$ cat config.mk
export PLATFORM = sky130hd
export DESIGN_NAME = keypad_password_lock
export DESIGN_NICKNAME = d
export VERILOG_FILES = /design/src/sv/kpl_pkg.sv /design/src/sv/kpl_datapath.sv /design/src/sv/kpl_ctrl.sv /design/src/sv/keypad_password_lock.sv
export VERILOG_INCLUDE_DIRS = /design/src /design/src/sv
export SDC_FILE = /design/constraint.sdc
export NUM_CORES = 1
export LEC_CHECK = 0
export BUFFER_PORTS_ARGS = -buffer_cell sky130_fd_sc_hd__buf_2
export CORE_ASPECT_RATIO = 1.5
export CORE_MARGIN = 3
export CORE_UTILIZATION = 40
export CTS_CLUSTER_SIZE = 20
export DETAILED_ROUTE_END_ITERATION = 16
export PLACE_DENSITY_LB_ADDON = 0.25
export SLEW_MARGIN = 20
export SYNTH_ARGS = -nofsm -noshare
export SYNTH_HDL_FRONTEND = slang
export SYNTH_SLANG_ARGS = --single-unit
$ cat constraint.sdc
create_clock -name aclk -period 4.1 [get_ports aclk]
set_input_delay 0.41 -clock aclk [delete_from_list [all_inputs] [get_ports aclk]]
set_output_delay 0.41 -clock aclk [all_outputs]
set_load 0.05 [all_outputs]
$ cat src/sv/keypad_password_lock_macros.svh
// ----------------------------------------------------------------------------
// Keypad password lock assertion macros
// Shared property wrappers on the aclk / aresetn pair of the lock.
// ----------------------------------------------------------------------------
`ifndef KEYPAD_PASSWORD_LOCK_MACROS_SVH
`define KEYPAD_PASSWORD_LOCK_MACROS_SVH

// The consequent must hold in the same cycle as the antecedent.
`define KPL_ASSERT_SAME(label, ante, cons, msg) \
    label: assert property (@(posedge aclk) disable iff (!aresetn) \
        (ante) |-> (cons)) else $error(msg);

// The consequent must hold in the cycle after the antecedent.
`define KPL_ASSERT_NEXT(label, ante, cons, msg) \
    label: assert property (@(posedge aclk) disable iff (!aresetn) \
        (ante) |=> (cons)) else $error(msg);

`endif

$ cat src/sv/kpl_pkg.sv
// ----------------------------------------------------------------------------
// Keypad password lock package
// Command, key and mode codes, register indexes and the controller interface.
// ----------------------------------------------------------------------------
package kpl_pkg;

    // Item command codes.
    localparam logic [1:0] CMD_KEY  = 2'd0;
    localparam logic [1:0] CMD_MENU = 2'd1;
    localparam logic [1:0] CMD_TICK = 2'd2;

    // Key codes with a special meaning.
    localparam logic [7:0] KEY_NONE   = 8'h00;
    localparam logic [7:0] KEY_CHECK  = 8'h31;
    localparam logic [7:0] KEY_CHANGE = 8'h32;
    localparam logic [7:0] KEY_CLEAR  = 8'h43;

    // ASCII '1', first digit of the reset password.
    localparam logic [7:0] DIGIT_BASE = 8'h31;

    // Configuration port.
    localparam int CFG_IDX_W  = 8;
    localparam int CFG_DATA_W = 16;
    localparam logic [CFG_IDX_W-1:0] REG_IDLE_LIMIT   = 8'd0;
    localparam logic [CFG_IDX_W-1:0] REG_MAX_ATTEMPTS = 8'd1;

    localparam logic [15:0] IDLE_LIMIT_RST = 16'd20;
    localparam logic [3:0]  MAX_ATT_RST    = 4'd3;
    localparam logic [15:0] IDLE_MAX       = 16'hFFFF;
    localparam logic [3:0]  FAIL_MAX       = 4'hF;

    typedef enum logic [1:0] {
        MODE_CHOOSE = 2'd0,
        MODE_CHECK  = 2'd1,
        MODE_CHANGE = 2'd2
    } mode_t;

    typedef enum logic [2:0] {
        ST_IDLE,
        ST_EXEC,
        ST_CMP,
        ST_RESOLVE,
        ST_DONE
    } state_t;

    // Commands from the controller to the datapath.
    typedef struct packed {
        logic latch_item;
        logic exec;
        logic cmp_step;
        logic resolve;
        logic load_out;
    } ctrl_cmd_t;

    // Status from the datapath to the controller.
    typedef struct packed {
        logic need_cmp;
        logic cmp_last;
        logic out_free;
    } dp_status_t;

endpackage

$ cat src/sv/kpl_datapath.sv
// ----------------------------------------------------------------------------
// Keypad password lock datapath
// Item register, lock state, password stores, serial compare and result register.
// ----------------------------------------------------------------------------
module kpl_datapath #(
    parameter int PASS_LEN = 5
) (
    input  logic                            aclk,
    input  logic                            aresetn,
    input  kpl_pkg::ctrl_cmd_t              ctrl_cmd,
    output kpl_pkg::dp_status_t             dp_status,
    input  logic [1:0]                      s_cmd,
    input  logic [7:0]                      s_key_code,
    input  logic                            cfg_valid,
    input  logic [kpl_pkg::CFG_IDX_W-1:0]   cfg_index,
    input  logic [kpl_pkg::CFG_DATA_W-1:0]  cfg_data,
    output logic                            m_valid,
    input  logic                            m_ready,
    output logic                            m_view,
    output logic [1:0]                      m_mode,
    output logic                            m_digit_taken,
    output logic                            m_unlocked,
    output logic                            m_wrong_retry,
    output logic                            m_alarm,
    output logic                            m_pass_changed,
    output logic                            m_timed_out
);

    localparam int POS_W = $clog2(PASS_LEN + 1);
    localparam int IDX_W = (PASS_LEN > 1) ? $clog2(PASS_LEN) : 1;
    localparam logic [POS_W-1:0] POS_FULL = POS_W'(PASS_LEN);
    localparam logic [POS_W-1:0] POS_LAST = POS_W'(PASS_LEN - 1);
    localparam logic [IDX_W-1:0] IDX_LAST = IDX_W'(PASS_LEN - 1);

    logic [1:0]           item_cmd_reg;
    logic [7:0]           item_key_reg;

    logic [15:0]          idle_limit_reg;
    logic [3:0]           max_att_reg;

    logic                 menu_reg,     menu_next;
    kpl_pkg::mode_t       mode_reg,     mode_next;
    logic [POS_W-1:0]     entry_pos_reg, entry_pos_next;
    logic [POS_W-1:0]     chg_pos_reg,  chg_pos_next;
    logic [3:0]           fail_reg,     fail_next;
    logic [15:0]          idle_reg,     idle_next;
    logic [7:0]           entered_reg [PASS_LEN];
    logic [7:0]           entered_next [PASS_LEN];
    logic [7:0]           stored_reg [PASS_LEN];
    logic [7:0]           stored_next [PASS_LEN];

    logic                 taken_reg,  taken_next;
    logic                 unl_reg,    unl_next;
    logic                 retry_reg,  retry_next;
    logic                 alarm_reg,  alarm_next;
    logic                 chg_reg,    chg_next;
    logic                 tmo_reg,    tmo_next;

    logic [IDX_W-1:0]     cmp_idx_reg;
    logic                 mismatch_reg;
    logic                 m_valid_reg;

    logic                 need_cmp;
    logic [15:0]          idle_inc;
    logic [3:0]           fail_inc;

    assign idle_inc = (idle_reg != kpl_pkg::IDLE_MAX) ? idle_reg + 16'd1 : idle_reg;
    assign fail_inc = (fail_reg != kpl_pkg::FAIL_MAX) ? fail_reg + 4'd1 : fail_reg;

    always_comb begin
        menu_next      = menu_reg;
        mode_next      = mode_reg;
        entry_pos_next = entry_pos_reg;
        chg_pos_next   = chg_pos_reg;
        fail_next      = fail_reg;
        idle_next      = idle_reg;
        entered_next   = entered_reg;
        stored_next    = stored_reg;
        taken_next     = taken_reg;
        unl_next       = unl_reg;
        retry_next     = retry_reg;
        alarm_next     = alarm_reg;
        chg_next       = chg_reg;
        tmo_next       = tmo_reg;
        need_cmp       = 1'b0;

        if (ctrl_cmd.exec) begin
            taken_next = 1'b0;
            unl_next   = 1'b0;
            retry_next = 1'b0;
            alarm_next = 1'b0;
            chg_next   = 1'b0;
            tmo_next   = 1'b0;
            case (item_cmd_reg)
                kpl_pkg::CMD_MENU: begin
                    if (!menu_reg) begin
                        idle_next = 16'd0;
                    end
                    menu_next = 1'b1;
                end
                kpl_pkg::CMD_TICK: begin
                    if (menu_reg) begin
                        if (idle_inc >= idle_limit_reg) begin
                            menu_next = 1'b0;
                            idle_next = 16'd0;
                            tmo_next  = 1'b1;
                        end else begin
                            idle_next = idle_inc;
                        end
                    end
                end
                kpl_pkg::CMD_KEY: begin
                    if (menu_reg && item_key_reg != kpl_pkg::KEY_NONE) begin
                        idle_next = 16'd0;
                        if (mode_reg == kpl_pkg::MODE_CHOOSE) begin
                            if (item_key_reg == kpl_pkg::KEY_CHECK) begin
                                mode_next      = kpl_pkg::MODE_CHECK;
                                entry_pos_next = '0;
                            end else if (item_key_reg == kpl_pkg::KEY_CHANGE) begin
                                mode_next    = kpl_pkg::MODE_CHANGE;
                                chg_pos_next = '0;
                            end
                        end else if (item_key_reg == kpl_pkg::KEY_CLEAR) begin
                            entry_pos_next = '0;
                            chg_pos_next   = '0;
                            for (int j = 0; j < PASS_LEN; j++) begin
                                entered_next[j] = 8'd0;
                            end
                            mode_next = kpl_pkg::MODE_CHOOSE;
                        end else if (mode_reg == kpl_pkg::MODE_CHECK) begin
                            if (entry_pos_reg < POS_FULL) begin
                                entered_next[entry_pos_reg[IDX_W-1:0]] = item_key_reg;
                                entry_pos_next = entry_pos_reg + POS_W'(1);
                                taken_next     = 1'b1;
                                // The last digit starts the compare against the store.
                                need_cmp       = (entry_pos_reg == POS_LAST);
                            end
                        end else if (mode_reg == kpl_pkg::MODE_CHANGE) begin
                            if (chg_pos_reg < POS_FULL) begin
                                stored_next[chg_pos_reg[IDX_W-1:0]] = item_key_reg;
                                chg_pos_next = chg_pos_reg + POS_W'(1);
                                taken_next   = 1'b1;
                                chg_next     = (chg_pos_reg == POS_LAST);
                            end
                        end
                    end
                end
                default: begin
                end
            endcase
        end

        if (ctrl_cmd.resolve) begin
            if (!mismatch_reg) begin
                unl_next  = 1'b1;
                fail_next = 4'd0;
            end else if (fail_inc >= max_att_reg) begin
                // Entry stays full, so further digits are ignored until a clear.
                alarm_next = 1'b1;
                fail_next  = 4'd0;
            end else begin
                retry_next     = 1'b1;
                fail_next      = fail_inc;
                entry_pos_next = '0;
            end
        end
    end

    always_ff @(posedge aclk) begin
        if (!aresetn) begin
            idle_limit_reg <= kpl_pkg::IDLE_LIMIT_RST;
            max_att_reg    <= kpl_pkg::MAX_ATT_RST;
            menu_reg       <= 1'b0;
            mode_reg       <= kpl_pkg::MODE_CHOOSE;
            entry_pos_reg  <= '0;
            chg_pos_reg    <= '0;
            fail_reg       <= 4'd0;
            idle_reg       <= 16'd0;
            for (int j = 0; j < PASS_LEN; j++) begin
                stored_reg[j]  <= 8'(kpl_pkg::DIGIT_BASE + 8'(j % 9));
                entered_reg[j] <= 8'(kpl_pkg::DIGIT_BASE + 8'((PASS_LEN - 1 - j) % 9));
            end
            taken_reg      <= 1'b0;
            unl_reg        <= 1'b0;
            retry_reg      <= 1'b0;
            alarm_reg      <= 1'b0;
            chg_reg        <= 1'b0;
            tmo_reg        <= 1'b0;
            cmp_idx_reg    <= '0;
            mismatch_reg   <= 1'b0;
            m_valid_reg    <= 1'b0;
        end else begin
            if (cfg_valid) begin
                if (cfg_index == kpl_pkg::REG_IDLE_LIMIT) begin
                    idle_limit_reg <= cfg_data;
                end else if (cfg_index == kpl_pkg::REG_MAX_ATTEMPTS) begin
                    max_att_reg <= cfg_data[3:0];
                end
            end
            menu_reg      <= menu_next;
            mode_reg      <= mode_next;
            entry_pos_reg <= entry_pos_next;
            chg_pos_reg   <= chg_pos_next;
            fail_reg      <= fail_next;
            idle_reg      <= idle_next;
            entered_reg   <= entered_next;
            stored_reg    <= stored_next;
            taken_reg     <= taken_next;
            unl_reg       <= unl_next;
            retry_reg     <= retry_next;
            alarm_reg     <= alarm_next;
            chg_reg       <= chg_next;
            tmo_reg       <= tmo_next;

            if (ctrl_cmd.exec) begin
                cmp_idx_reg  <= '0;
                mismatch_reg <= 1'b0;
            end else if (ctrl_cmd.cmp_step) begin
                cmp_idx_reg  <= cmp_idx_reg + IDX_W'(1);
                mismatch_reg <= mismatch_reg
                                | (entered_reg[cmp_idx_reg] != stored_reg[cmp_idx_reg]);
            end

            if (ctrl_cmd.load_out) begin
                m_valid_reg <= 1'b1;
            end else if (m_ready) begin
                m_valid_reg <= 1'b0;
            end
        end
    end

    // Item and result payload registers.
    always_ff @(posedge aclk) begin
        if (ctrl_cmd.latch_item) begin
            item_cmd_reg <= s_cmd;
            item_key_reg <= s_key_code;
        end
        if (ctrl_cmd.load_out) begin
            m_view         <= menu_reg;
            m_mode         <= mode_reg;
            m_digit_taken  <= taken_reg;
            m_unlocked     <= unl_reg;
            m_wrong_retry  <= retry_reg;
            m_alarm        <= alarm_reg;
            m_pass_changed <= chg_reg;
            m_timed_out    <= tmo_reg;
        end
    end

    assign m_valid            = m_valid_reg;
    assign dp_status.need_cmp = need_cmp;
    assign dp_status.cmp_last = (cmp_idx_reg == IDX_LAST);
    assign dp_status.out_free = !m_valid_reg || m_ready;

endmodule

$ cat src/sv/kpl_ctrl.sv
// ----------------------------------------------------------------------------
// Keypad password lock controller
// Sequences one item: latch, execute, optional serial compare and resolve, result load.
// ----------------------------------------------------------------------------
module kpl_ctrl (
    input  logic                 aclk,
    input  logic                 aresetn,
    input  logic                 s_valid,
    output logic                 s_ready,
    input  kpl_pkg::dp_status_t  dp_status,
    output kpl_pkg::ctrl_cmd_t   ctrl_cmd
);

    kpl_pkg::state_t state_reg, state_next;

    always_comb begin
        state_next = state_reg;
        case (state_reg)
            kpl_pkg::ST_IDLE: begin
                if (s_valid) begin
                    state_next = kpl_pkg::ST_EXEC;
                end
            end
            kpl_pkg::ST_EXEC: begin
                state_next = dp_status.need_cmp ? kpl_pkg::ST_CMP : kpl_pkg::ST_DONE;
            end
            kpl_pkg::ST_CMP: begin
                if (dp_status.cmp_last) begin
                    state_next = kpl_pkg::ST_RESOLVE;
                end
            end
            kpl_pkg::ST_RESOLVE: begin
                state_next = kpl_pkg::ST_DONE;
            end
            kpl_pkg::ST_DONE: begin
                if (dp_status.out_free) begin
                    state_next = kpl_pkg::ST_IDLE;
                end
            end
            default: begin
                state_next = kpl_pkg::ST_IDLE;
            end
        endcase
    end

    always_comb begin
        s_ready  = 1'b0;
        ctrl_cmd = '0;
        case (state_reg)
            kpl_pkg::ST_IDLE: begin
                s_ready             = 1'b1;
                ctrl_cmd.latch_item = s_valid;
            end
            kpl_pkg::ST_EXEC: begin
                ctrl_cmd.exec = 1'b1;
            end
            kpl_pkg::ST_CMP: begin
                ctrl_cmd.cmp_step = 1'b1;
            end
            kpl_pkg::ST_RESOLVE: begin
                ctrl_cmd.resolve = 1'b1;
            end
            kpl_pkg::ST_DONE: begin
                ctrl_cmd.load_out = dp_status.out_free;
            end
            default: begin
            end
        endcase
    end

    always_ff @(posedge aclk) begin
        if (!aresetn) begin
            state_reg <= kpl_pkg::ST_IDLE;
        end else begin
            state_reg <= state_next;
        end
    end

endmodule

$ cat src/sv/keypad_password_lock.sv
// ----------------------------------------------------------------------------
// Keypad password lock
// Takes key presses, menu-button events and timer ticks, one per item, and
// returns one result item for each: the view, the mode and the event pulses.
// An accepted item is latched and executed, then its result is loaded into
// the output register. A key that completes a check entry also goes through
// the compare and resolve steps, as the entered digits are compared with the
// stored password one pair per cycle. A new item is accepted as soon as the
// previous result sits in the output register; if that result is still not
// taken when the next one is ready, the block waits for the output side.
// Configuration writes are taken in any cycle. There is no clearing pass.
// ----------------------------------------------------------------------------
`include "keypad_password_lock_macros.svh"

module keypad_password_lock #(
    parameter int PASS_LEN = 5
) (
    input  logic                            aclk,
    input  logic                            aresetn,
    input  logic                            s_valid,
    output logic                            s_ready,
    input  logic [1:0]                      s_cmd,
    input  logic [7:0]                      s_key_code,
    output logic                            m_valid,
    input  logic                            m_ready,
    output logic                            m_view,
    output logic [1:0]                      m_mode,
    output logic                            m_digit_taken,
    output logic                            m_unlocked,
    output logic                            m_wrong_retry,
    output logic                            m_alarm,
    output logic                            m_pass_changed,
    output logic                            m_timed_out,
    input  logic                            cfg_valid,
    output logic                            cfg_ready,
    input  logic [kpl_pkg::CFG_IDX_W-1:0]   cfg_index,
    input  logic [kpl_pkg::CFG_DATA_W-1:0]  cfg_data
);

    kpl_pkg::ctrl_cmd_t  ctrl_cmd;
    kpl_pkg::dp_status_t dp_status;

    assign cfg_ready = 1'b1;

    kpl_ctrl u_ctrl (
        .aclk      (aclk),
        .aresetn   (aresetn),
        .s_valid   (s_valid),
        .s_ready   (s_ready),
        .dp_status (dp_status),
        .ctrl_cmd  (ctrl_cmd)
    );

    kpl_datapath #(
        .PASS_LEN (PASS_LEN)
    ) u_datapath (
        .aclk           (aclk),
        .aresetn        (aresetn),
        .ctrl_cmd       (ctrl_cmd),
        .dp_status      (dp_status),
        .s_cmd          (s_cmd),
        .s_key_code     (s_key_code),
        .cfg_valid      (cfg_valid),
        .cfg_index      (cfg_index),
        .cfg_data       (cfg_data),
        .m_valid        (m_valid),
        .m_ready        (m_ready),
        .m_view         (m_view),
        .m_mode         (m_mode),
        .m_digit_taken  (m_digit_taken),
        .m_unlocked     (m_unlocked),
        .m_wrong_retry  (m_wrong_retry),
        .m_alarm        (m_alarm),
        .m_pass_changed (m_pass_changed),
        .m_timed_out    (m_timed_out)
    );

    // An accepted item keeps the input side closed in the cycle after it.
    `KPL_ASSERT_NEXT(a_busy_after_accept, s_valid && s_ready, !s_ready, "ready after accept")

    // Compare outcomes only come with a stored digit in check mode.
    `KPL_ASSERT_SAME(a_verdict_digit, m_valid && (m_unlocked || m_wrong_retry || m_alarm), m_digit_taken && (m_mode == kpl_pkg::MODE_CHECK), "verdict without check digit")

    // At most one event pulse per result.
    `KPL_ASSERT_SAME(a_one_pulse, m_valid, $onehot0({m_unlocked, m_wrong_retry, m_alarm, m_pass_changed, m_timed_out}), "several pulses in one result")

    // A timeout always lands in the idle view.
    `KPL_ASSERT_SAME(a_timeout_idle, m_valid && m_timed_out, !m_view && !m_digit_taken, "timeout outside idle view")

endmodule
==> results of run 1 <==
-- worst max-delay path by stage --
stage	startpoint	to	slack [ns]	cells after the start
5_1_grt	u_datapath.idle_reg[0]	u_datapath.idle_reg[5]	0.07	17
2_1_floorplan	u_datapath.idle_reg[0]	u_datapath.idle_reg[10]	0.72	12
4_1_cts	u_datapath.idle_reg[0]	u_datapath.idle_reg[8]	0.43	15
3_5_place_dp	u_datapath.idle_reg[0]	u_datapath.idle_reg[2]	0.47	16
3_3_place_gp	u_datapath.idle_reg[0]	u_datapath.idle_reg[9]	0.53	14
6_report	u_datapath.idle_reg[0]	u_datapath.idle_reg[2]	0.41	16
-- metal layers --
metal / vias up / share of wire [%] / GRT usage [%]
li1: 3317 / - / -
met1: 3191 / 40 / 20.5
met3: 34 / 3.3 / 3.05
met2: 138 / 54 / 33.7
met5: - / 0 / 0
met4: 0 / 2.7 / 7.32
-- power groups by stage --
stage	registers [mW]	clock network [mW]	logic, mW
after floorplan	1.66	0	0.0811
after global placement	1.68	0	0.111
after detailed placement	1.68	0	0.112
after CTS	1.65	1.67	0.112
after global routing	1.65	1.72	0.122
final	1.64	1.63	0.110
-- kinds of logic (layout without fill, tap and decap cells) --
| family | count (synthesis) | after routing | synth area share [%] |
|---|---|---|---|
| simple gates | 360 | 360 | 23.4 |
| compound gates | 186 | 186 | 15.8 |
| flops | 162 | 162 | 41.1 |
| buf+inv | 87 | 126 | 4.66 |
| mux | 72 | 72 | 8.67 |
| fa+ha+maj | 32 | 32 | 4.79 |
| xor+xnor | 14 | 14 | 1.47 |
| other cells | 1 | 1 | 0.0449 |
-- per-stage QoR --
step                      setup slack [ns]  util [%]  cells  hold slack, ns  cell area, sq um
after floorplan                      0.722         -    914           0.403              8350
after global placement               0.528      42.7   1185           0.413              8750
after detailed placement             0.465      42.7   1185           0.422              8750
after CTS                            0.432      45.6   1217           0.137              9350
after global routing                0.0723      45.6   1217           0.141              9350
final                                0.407      45.6   1217           0.155              9350
-- cell usage in the layout, fill, tap and decap left out, types with 19 or more instances in the layout --
cell type | synthesis | final
a22oi_1 | 29 | 29
a21oi_1 | 27 | 27
nor2b_1 | 63 | 63
ha_1 | 32 | 32
edfxtp_1 | 19 | 19
nor2_1 | 45 | 45
dfxtp_1 | 143 | 142
o21ai_0 | 28 | 28
mux2i_1 | 69 | 69
nand3_1 | 41 | 41
buf_2 | 16 | 48
inv_1 | 33 | 33
nand2_1 | 97 | 97
-- area by class of cell --
type / instances / area, sq um / area share [%]
tap: 264 / 330 / 3.53
inverter: 35 / 136 / 1.46
multi-input combinational: 665 / 4530 / 48.4
sequential: 162 / 3430 / 36.7
timing repair buffer: 59 / 323 / 3.45
clock buffer: 18 / 450 / 4.82
clock inverter: 14 / 149 / 1.59
-- worst max-delay path, delay by kind of cell (launching register included) --
family	cells	cell delay, ns
adder cells (fa/ha/maj)	2	0.42
flip-flops	1	0.44
XOR/XNOR	1	0.15
AO/OA/AOI/OAI	4	0.85
AND/OR/NAND/NOR	8	1.63
buffers and inverters	1	0.17
==> results_dict.tcl, run 1 <==
set metrics [dict create \
    min_to "u_datapath.item_key_reg[1]" \
    fin_crit_sh_pct 90.1 \
    netlist.area_leader.share_pct 34.3 \
    synth_edf_count 19 \
    clk_latency_ns 0.43 \
    hp-start "s_key_code[1]" \
    start_util_pct 40.7 \
    synth-seq-cells 162 \
    max_stage_delay_ns 0.44 \
    synth_most_common_cell "dfxtp_1" \
    numCtsBuffers 17 \
    die_x_um 124 \
    root_buffer "clkbuf_16" \
    drc 0 \
    first_global_vias 6367 \
    regToRegEndpoint "u_datapath.idle_reg[2]" \
    viasPerCell 5.49 \
    async_flop_share_pct 0 \
    power_per_cell_area_nw_per_um2 362 \
    wl_per_cell_um 16.7 \
    tritoncts "done" \
    grt_max_degree 66 \
    grt_pass1_wl_um 32600 \
    fin_tns_setup_ns 0 \
    internal_power_mw 2.60 \
    synth_common_cells "143 x dfxtp_1, 97 x nand2_1, 69 x mux2i_1" \
    arrival_ns 4.07 \
    worst_ir_drop_vdd_mv 0.260 \
    r2r_start "u_datapath.idle_reg[0]" \
    syn-num-nets 985 \
    swShare_pct 23.2 \
    skew_ns 0.00943 \
    fp.dieH_um 183 \
    crit_fanout 9 \
    synth_cell_type_count 78 \
    nFillCells 2044 \
    synth.area.top_cells "dfxtp_1 34%, mux2i_1 8.3%, edfxtp_1 6.8%" \
    net-switching-power_mw 0.787 \
    synthCells 914 \
    drv_cap 0 \
    ys.warnings.count 0 \
    post_cts_buffers 0 \
    synth_area_leader_cell "dfxtp_1" \
    hp-class "in -> reg" \
    crit_chain "ha_1, and4_1, nor4b_2, buf_4, nand2_1, nand2_1, nor2_1, xor2_1, ha_1, a21o_1, a21o_1, a21o_1, a2bb2oi_1, nand3_2, or3_1, nand3_1" \
    drt-total-wl_um 20400 \
    die_area_sq_um 22700 \
    netlist_area_sq_um 8350 \
    post_cts_resized 0 \
    drt-pass1-iter-count 5 \
    ant_nets 0 \
    cts_hold_buffers 0 \
    initialDrtViolationCount 443 \
    power.total_mw 3.38 \
    cp-start-kind "flip-flop" \
    ys.flop_type "dfxtp_1" \
    clkPwrFrac_pct 48.1 \
    fmax_mhz 271 \
    cp-end-kind "flip-flop" \
    crit_top_cell "a21o_1" \
    ios 51 \
    cp_data_required_time_ns 4.48 \
    clk_pin_slew_ns 0.07 \
    dp_hpwl_um 14600 \
    slew_viol_final 0 \
    critical_path_class "reg -> reg" \
    clock-sinks 162 \
    cts_buffer_depth 2 \
    layout-drive-gt1-share_pct 12.7 \
    critPathSlowestCell "dfxtp_1" \
    gp_congestion 0.841 \
    rows 64 \
    io_buffers 49 \
    grtUsageTotal_pct 18.3 \
    finalSetupViolations 0 \
    dr_total_vias 6680 \
    diodes 0 \
    tightestPinTransition_ns 0.905 \
    core_area_sq_um 20500 \
    seqPwrFrac_pct 48.6 \
    overflow 0 \
    rsz0062_at_grt "false" \
    slew_headroom_pct 39.5 \
    hold_depth 1 \
    rr_worst_depth 16 \
    htree_levels 4 \
    area_growth_pct 12.0 \
    rrSetupSlack_ns 0.41 \
    antenna_found_initial 0 \
    fin_nets 1011 \
    hold_viol_final 0 \
    combPwrFrac_pct 3.3 \
    avgSynthCellArea_sq_um 9.14 \
    finalCriticalPeriod_ns 3.69 \
    outcome "finished clean" \
    p_leak_nw 3.61 \
    ys_seq_area_share_pct 41.1 \
]
(Power assumes the default switching activity.)
==> run 2: changes to the inputs <==
--- a/config.mk
+++ b/config.mk
@@ -12,6 +12,7 @@
 export CORE_UTILIZATION = 40
 export CTS_CLUSTER_SIZE = 20
 export DETAILED_ROUTE_END_ITERATION = 16
+export MAX_ROUTING_LAYER = met4
 export PLACE_DENSITY_LB_ADDON = 0.25
 export SLEW_MARGIN = 20
 export SYNTH_ARGS = -nofsm -noshare
==> results_dict.tcl, run 2 (synthesized netlist as in run 1, its figures left out) <==
set metrics [dict create \
    hold_viol_final 0 \
    grt_max_degree 66 \
    crit_fanout 9 \
    ios 51 \
    drt-total-wl_um 20400 \
    critical_path_class "reg -> reg" \
    clk_latency_ns 0.43 \
    post_cts_resized 0 \
    fin_hold_ws_ns 0.155 \
    antenna_found_initial 0 \
    finalCriticalPeriod_ns 3.71 \
    gp_congestion 0.854 \
    rows 64 \
    fmax_mhz 270 \
    place_area_sq_um 8750 \
    final_area_sq_um 9350 \
    die_area_sq_um 22700 \
    cp-start-kind "flip-flop" \
    ant_nets 0 \
    fin_tns_setup_ns 0 \
    dp.cells 1185 \
    cts_hold_buffers 0 \
    io_buffers 49 \
    layoutNonFillerInstCount 1217 \
    core_area_sq_um 20500 \
    slew_viol_final 0 \
    grt_pass1_wl_um 32600 \
    numCtsBuffers 17 \
    htree_levels 4 \
    final_cell_mix "142 x dfxtp_1, 97 x nand2_1, 69 x mux2i_1" \
    post_cts_buffers 0 \
    diodes 0 \
    fp.dieH_um 183 \
    fin_crit_sh_pct 90.5 \
    utilization_pct 45.6 \
    tritoncts "done" \
    crit_chain "ha_1, and4_1, nor4b_2, buf_4, nand2_1, nand2_1, nor2_1, xor2_1, ha_1, a21o_1, a21o_1, a21o_1, a2bb2oi_1, nand3_2, or3_1, nand3_1" \
    critPathSlowestCell "dfxtp_1" \
    power_per_cell_area_nw_per_um2 362 \
    preCtsSetupSlack_ns 0.465 \
    viasPerCell 5.46 \
    cp-end-kind "flip-flop" \
    worst_ir_drop_vdd_mv 0.260 \
    final_common_cell "dfxtp_1" \
    drt-pass1-iter-count 5 \
    dp_hpwl_um 14600 \
    area_growth_pct 12.0 \
    grtUsageTotal_pct 18.8 \
    die_x_um 124 \
    cts_buffer_depth 2 \
    start_util_pct 40.7 \
    skew_ns 0.00913 \
    layout-drive-gt1-share_pct 12.7 \
    worstPathBufferInverterCount 1 \
    first_global_vias 6370 \
    max_stage_delay_ns 0.44 \
    crit_top_cell "a21o_1" \
    wl_per_cell_um 16.7 \
    overflow 0 \
    fin_nets 1011 \
    hp-class "in -> reg" \
    power.total_mw 3.39 \
    drc 0 \
    slew_headroom_pct 39.3 \
    cp_data_required_time_ns 4.48 \
    root_buffer "clkbuf_16" \
    clk_pin_slew_ns 0.07 \
    arrival_ns 4.09 \
    finalSetupViolations 0 \
    tightestPinTransition_ns 0.907 \
    initialDrtViolationCount 432 \
    path_delay_family "simple AND/OR/NAND/NOR gates" \
    p_leak_nw 3.61 \
    clock-sinks 162 \
    rsz0062_at_grt "false" \
    setup_ws_ns 0.391 \
    outcome "finished clean" \
    drv_cap 0 \
    dr_total_vias 6645 \
]
## run 2: cell counts in the layout (fill, tap and decap cells not counted)
Identical to the previous run, type by type.
## run 2: power breakdown
part / switching (mW) / total, mW / internal, mW
Combinational: 0.0694 / 0.111 / 0.0415
Clock: 0.690 / 1.63 / 0.940
Sequential: 0.0290 / 1.64 / 1.62
Total: 0.788 / 3.39 / 2.60
## run 2: metal layers
layer | track usage, % | up-vias | wire (um)
li1 | - | 3309 | -
met1 | 20.5 | 3182 | 8260
met2 | 33.7 | 120 | 11000
met3 | 3.05 | 34 | 614
met4 | 7.32 | 0 | 517
met5 | - | - | 0
## run 2: area by class of cell
type                            count  area, sq um
Timing Repair Buffer               59          323
Clock buffer                       18          450
Inverter                           35          136
Fill cell                        2044        11100
Clock inverter                     14          149
Tap cell                          264          330
Sequential cell                   162         3430
Multi-Input combinational cell    665         4530
## run 2: worst paths after layout
path | startpoint | endpoint | slack [ns] | cells past startpoint
worst max-delay path | u_datapath.idle_reg[0] | u_datapath.idle_reg[2] | 0.39 | 16
worst min-delay path | s_key_code[1] | u_datapath.item_key_reg[1] | 0.16 | 1
worst max register to register | u_datapath.idle_reg[0] | u_datapath.idle_reg[2] | 0.39 | 16
worst min register to register | u_datapath.alarm_reg | u_datapath.m_alarm | 0.44 | 0
## run 2: worst register-to-register path, cell delays in order (launching register included)
cell,delay (ns)
dfxtp_1,0.44
ha_1,0.23
and4_1,0.24
nor4b_2,0.20
buf_4,0.17
nand2_1,0.16
nand2_1,0.22
nor2_1,0.09
xor2_1,0.15
ha_1,0.20
a21o_1,0.17
a21o_1,0.17
a21o_1,0.20
a2bb2oi_1,0.31
nand3_2,0.26
or3_1,0.37
nand3_1,0.08
